File: src/v3alu_pipe.sv
// v3alu_pipe: stalling pipeline of a W-bit payload with valid bits, used for the item lines
// depends on nothing

module v3alu_pipe #(
    parameter int W     = 8,
    parameter int DEPTH = 3
) (
    input  logic         clk,
    input  logic         rst_n,
    input  logic         en,
    input  logic         in_valid,
    input  logic [W-1:0] in_data,
    output logic         out_valid,
    output logic [W-1:0] out_data
);

    logic [DEPTH-1:0] vld_reg;
    logic [W-1:0]     dat_reg [DEPTH];

    // valid bits, cleared at reset
    always_ff @(posedge clk or negedge rst_n)
    begin
        if (!rst_n)
            vld_reg <= '0;
        else if (en)
            vld_reg <= {vld_reg[DEPTH-2:0], in_valid};
    end

    // data shift line
    always_ff @(posedge clk)
    begin
        if (en)
        begin
            dat_reg[0] <= in_data;
            for (int i = 1; i < DEPTH; i++)
                dat_reg[i] <= dat_reg[i-1];
        end
    end

    assign out_valid = vld_reg[DEPTH-1];
    assign out_data  = dat_reg[DEPTH-1];

endmodule

File: config.mk
export PLATFORM = sky130hd
export DESIGN_NAME = v3alu_pipe
export DESIGN_NICKNAME = d
export VERILOG_FILES = /design/src/v3alu_pipe.sv
export SDC_FILE = /design/constraint.sdc
export NUM_CORES = 1
export LEC_CHECK = 0
export ABC_AREA = 1
export CAP_MARGIN = 20
export CORE_MARGIN = 2
export CORE_UTILIZATION = 59
export DETAILED_ROUTE_END_ITERATION = 8
export DONT_BUFFER_PORTS = 1
export PLACE_DENSITY = 0.75
export SETUP_SLACK_MARGIN = 0.3
export SLEW_MARGIN = 20
export SYNTH_ARGS = -nofsm -noshare
export SYNTH_HDL_FRONTEND = slang
export SYNTH_SLANG_ARGS = --single-unit
File: constraint.sdc
create_clock -name clk -period 0.9 [get_ports clk]
set_input_delay 0.18 -clock clk [delete_from_list [all_inputs] [get_ports clk]]
set_output_delay 0.18 -clock clk [all_outputs]
set_load 0.005 [all_outputs]
=== Yosys cells after proc, flatten, opt, wreduce, memory -nomap -nowiden ===
Memory sizes are Yosys's and may differ from the RTL's.
Cells that the tools add are included.

* Register bits: 3
* RAM bits: 24
* Bits of input ports: 12
* Output and inout bits: 9
* Logic and storage cells: 4
* Memories: 1

* Muxes and demuxes: 2

{| class="wikitable"
|+ Memory list
! memory !! depth !! bits a word !! read ports !! clocked after memory_dff !! write ports !! RTL line !! RTL
|-
| dat_reg || 3 || 8 || 3 || 0 || 3 || 18 || <nowiki>logic [W-1:0] dat_reg [DEPTH];</nowiki>
|}

{| class="wikitable"
|+ Operator list
! operator !! number
|-
| two-way mux 1 bit || 2
|}

=== Depth between registers and ports, before layout ===
* Depth in word-level cells: 2
* Gate-level depth with buffers: 3
* Mapped depth without buffers: 3

=== Worst setup path before layout ===
OpenSTA, ideal clock, no wires.

* Kind: reg-to-output
* Start: memory dat_reg[2][0] (netlist: dat_reg[0][16])
* End: output out_data[0]
* Arrival: 0.467 ns
* Setup slack: 0.253 ns
* Stages on the path, launching flop included: 2
* Cells stage by stage: edfxtp_1 -> buf_4

{| class="wikitable"
|+ RTL lines
! element !! RTL line !! RTL
|-
| start, declared || 18 ||
|-
| end, declared || 14 || <nowiki>output logic [W-1:0] out_data</nowiki>
|}

==> summary.md <==
In the finished design, the share of the clock period the worst path needs comes to 99.9%. Dividing the detail-routed wire length by the instance count gives 15.4 µm. After layout, the design draws a total of 2.00 mW. The iteration count of the initial detailed-routing pass is 1. The DRC violation count after routing was 0.

The number of clock buffers added by TritonCTS is 3. The worst-case hold slack was -0.0415 ns. The critical path is of the reg -> out type. The number of flip-flops in the largest register was 24. Yosys attributes the largest share of cell area to edfxtp_1 (81%), dfrtp_1 (8.4%), buf_4 (6.7%). The clock passes through at most 2 buffers. The synthesized design spends more area on one cell type than any other, namely edfxtp_1. In this run the post-CTS setup repair buffer count came out at 0. The most common cell in the synthesized netlist is edfxtp_1. For this design the ratio of total power to cell area is 2240 mW/mm².

The top flip-flop cell by instance count after synthesis is edfxtp_1. The number of global-route vias before repair is 324. For the count of routing violations after the opening detailed-route iteration, the log shows 0. The logs give 5 for the distinct cell type count after synthesis and 0 for the number of pins exceeding their max-slew limit in the final report. For this run, the register share of the synthesized area comes to 89.1%. IR analysis of the VDD net gives a maximum drop of 1580 µV.

After synthesis, the share of flip-flops with an asynchronous set or reset is 11.1%. The run gives 0.585 as the weighted congestion reported at the end of routability-driven placement. The tools report the number of warning messages in the yosys log as 0. After global routing the overflow that remains totals 0. In this run the count of I/O pins placed on the die edge is 21. Between clock sinks in the finished design, the worst skew comes to 0.00512 ns. Counting the fill cells in the layout gives 115.

The die covers 0.00184 mm². Clock-pin slew was measured on the worst setup and hold paths at 0.13 ns. Counting every instance in the synthesized netlist gives 45. A synthesized cell averages 19.9 µm².

The cell area that synthesis handed to floorplanning was 893 µm². Cells fill 61.3% of the core in the end. The row count is 14, and the starting density of the core is 61.4%. The tools report the kind of capture point of the worst setup path as a primary output. STA classifies the critical path startpoint as a flip-flop. The analysis attributes to cell leakage a power of 0.324 nW. The floorplan step defined a core boundary enclosing 0.00145 mm².

In this run the remaining antenna-violating nets after routing total 0. The final reports fail on negative hold slack. The net count of the finished layout came out at 55. The actual slew at the worst max-slew pin came out at 0.148 ns.

The top fanout value on the critical path came out at 1. The pin count of the biggest net entering global routing was 29. The synthesized net count came out at 57. CTS placed an instance of clkbuf_4 at the clock tree root. The final route contains 309 vias. The routed wire length is 894 µm. The die extent in y is 42.9 µm, and the arrival time of data at the critical path endpoint is 0.72 ns. The later pin in the worst-skew pair is clocked with a latency of 0.30 ns. The deepest level of the CTS H-tree came out at 1. 0 antenna diodes ended up in the layout. Number of vias per cell after detailed routing: 5.33. The run gives 1370 µm as the global-route wire length before repair. The run gives 27 as the total clock sinks. For the peak clock frequency supported by timing, the log shows 1110 MHz. The synthesized design contains 24 enable-type register cells. The global routing usage summed across all routing layers came out at 11.2%. After synthesis, the largest area contributor takes up 80.7% of total cell area. Share of final-layout standard cells stronger than drive strength 1: 11.9%.

TritonCTS built the clock tree. The tightest min-delay check is of the in -> reg type. The run gives 628 µm as the detailed-placement wirelength estimate.

The number of buffers inserted for hold repair after clock tree synthesis is 1, and the synthesis-to-finish area growth is -0.280%. The final count of hold timing violations was 34. After synthesis, the most frequently instantiated cells are edfxtp_1 (24), nand2_1 (9), buf_4 (8).

After synthesis the netlist holds a flip-flop and latch count of 27. The flow ran to the end, but the final reports show violations. For the number of antenna violations at the first check in global routing, the log shows 0. The clock period could shrink to 0.899 ns. The die outline width is 42.9 µm, and the number of buffers inserted by port buffering is 0. Across the run, the number of max-cap violations was 0. Setup violations remaining at the end of the flow were counted as 0.

For the critical path data required time, the log shows 0.72 ns. Setup repair after global routing could not meet its margin everywhere. The remaining max-slew budget at the tightest pin came out at 90.1%.
## area by class of cell
cell class              instances  area [µm²]  area share (%)
clock buffers                   3        22.5            2.53
well taps                      16        20.0            2.25
repair buffers                  1        10.0            1.12
clock inverters                 1        5.00           0.562
multi-input cells               9        33.8            3.79
inverters                       1        3.75           0.421
flip-flops and latches         27         796            89.3
## logic make-up (layout without fill, tap and decap cells)
group / Yosys count / after routing / synth area share (%)
buffers and inverters: 9 / 6 / 7.14
DFF: 27 / 27 / 89.1
and+or+nand+nor: 9 / 9 / 3.78
## what timing repair did
item | 4_1_cts | 5_1_grt
hold endpoints to repair | 37 | 34
pin swaps | 3 | 0
endpoints found under the setup margin | 28 | 28
gates resized for setup | 0 | 0
## per-layer routing
layer	up-vias	track usage, %	part of all wire [%]
met1	146	13.6	41
met5	-	0	0
met3	2	3.40	6.0
li1	144	-	-
met2	17	17.3	52
met4	0	7.50	0.45
## power by group
group	switching [mW]	internal (mW)
logic	0.0126	0.00982
clock network	0.303	0.166
registers	0.0350	1.47
## worst paths after layout
| kind | endpoint | slack, ns | cells after the start | startpoint |
|---|---|---|---|---|
| worst max-delay path | out_data[4] | 0.0006 | 0 | dat_reg[0][20]$_DFFE_PP_ |
| worst min-delay path | dat_reg[0][1]$_DFFE_PP_ | -0.04 | 0 | in_data[1] |
| worst max register to register | dat_reg[0][23]$_DFFE_PP_ | 0.25 | 0 | dat_reg[0][15]$_DFFE_PP_ |
| worst min register to register | dat_reg[0][19]$_DFFE_PP_ | 0.43 | 0 | dat_reg[0][11]$_DFFE_PP_ |
| max in group asynchronous | vld_reg[0]$_DFFE_PN0P_ | 0.65 | 1 | rst_n |
| min in group asynchronous | vld_reg[2]$_DFFE_PN0P_ | 0.11 | 1 | rst_n |
## cells in the final DEF (no fill, tap or decap)
cell,instances
edfxtp_1,24
nand2_1,9
clkbuf_4,3
dfrtp_1,3
inv_2,1
clkinv_2,1
dlygate4sd3_1,1
## through the flow
stage / instances / setup TNS [ns] / setup WS [ns] / cell area [µm²]
global placement: 53 / 0 / 0.297 / 853
CTS: 58 / -0.135 / -0.0209 / 891
floorplan: 45 / 0 / 0.253 / 893
global route: 58 / -0.325 / -0.0507 / 891
detailed placement: 53 / 0 / 0.259 / 853
finish: 58 / 0 / 0.000616 / 891
(Power assumes the default switching activity.)
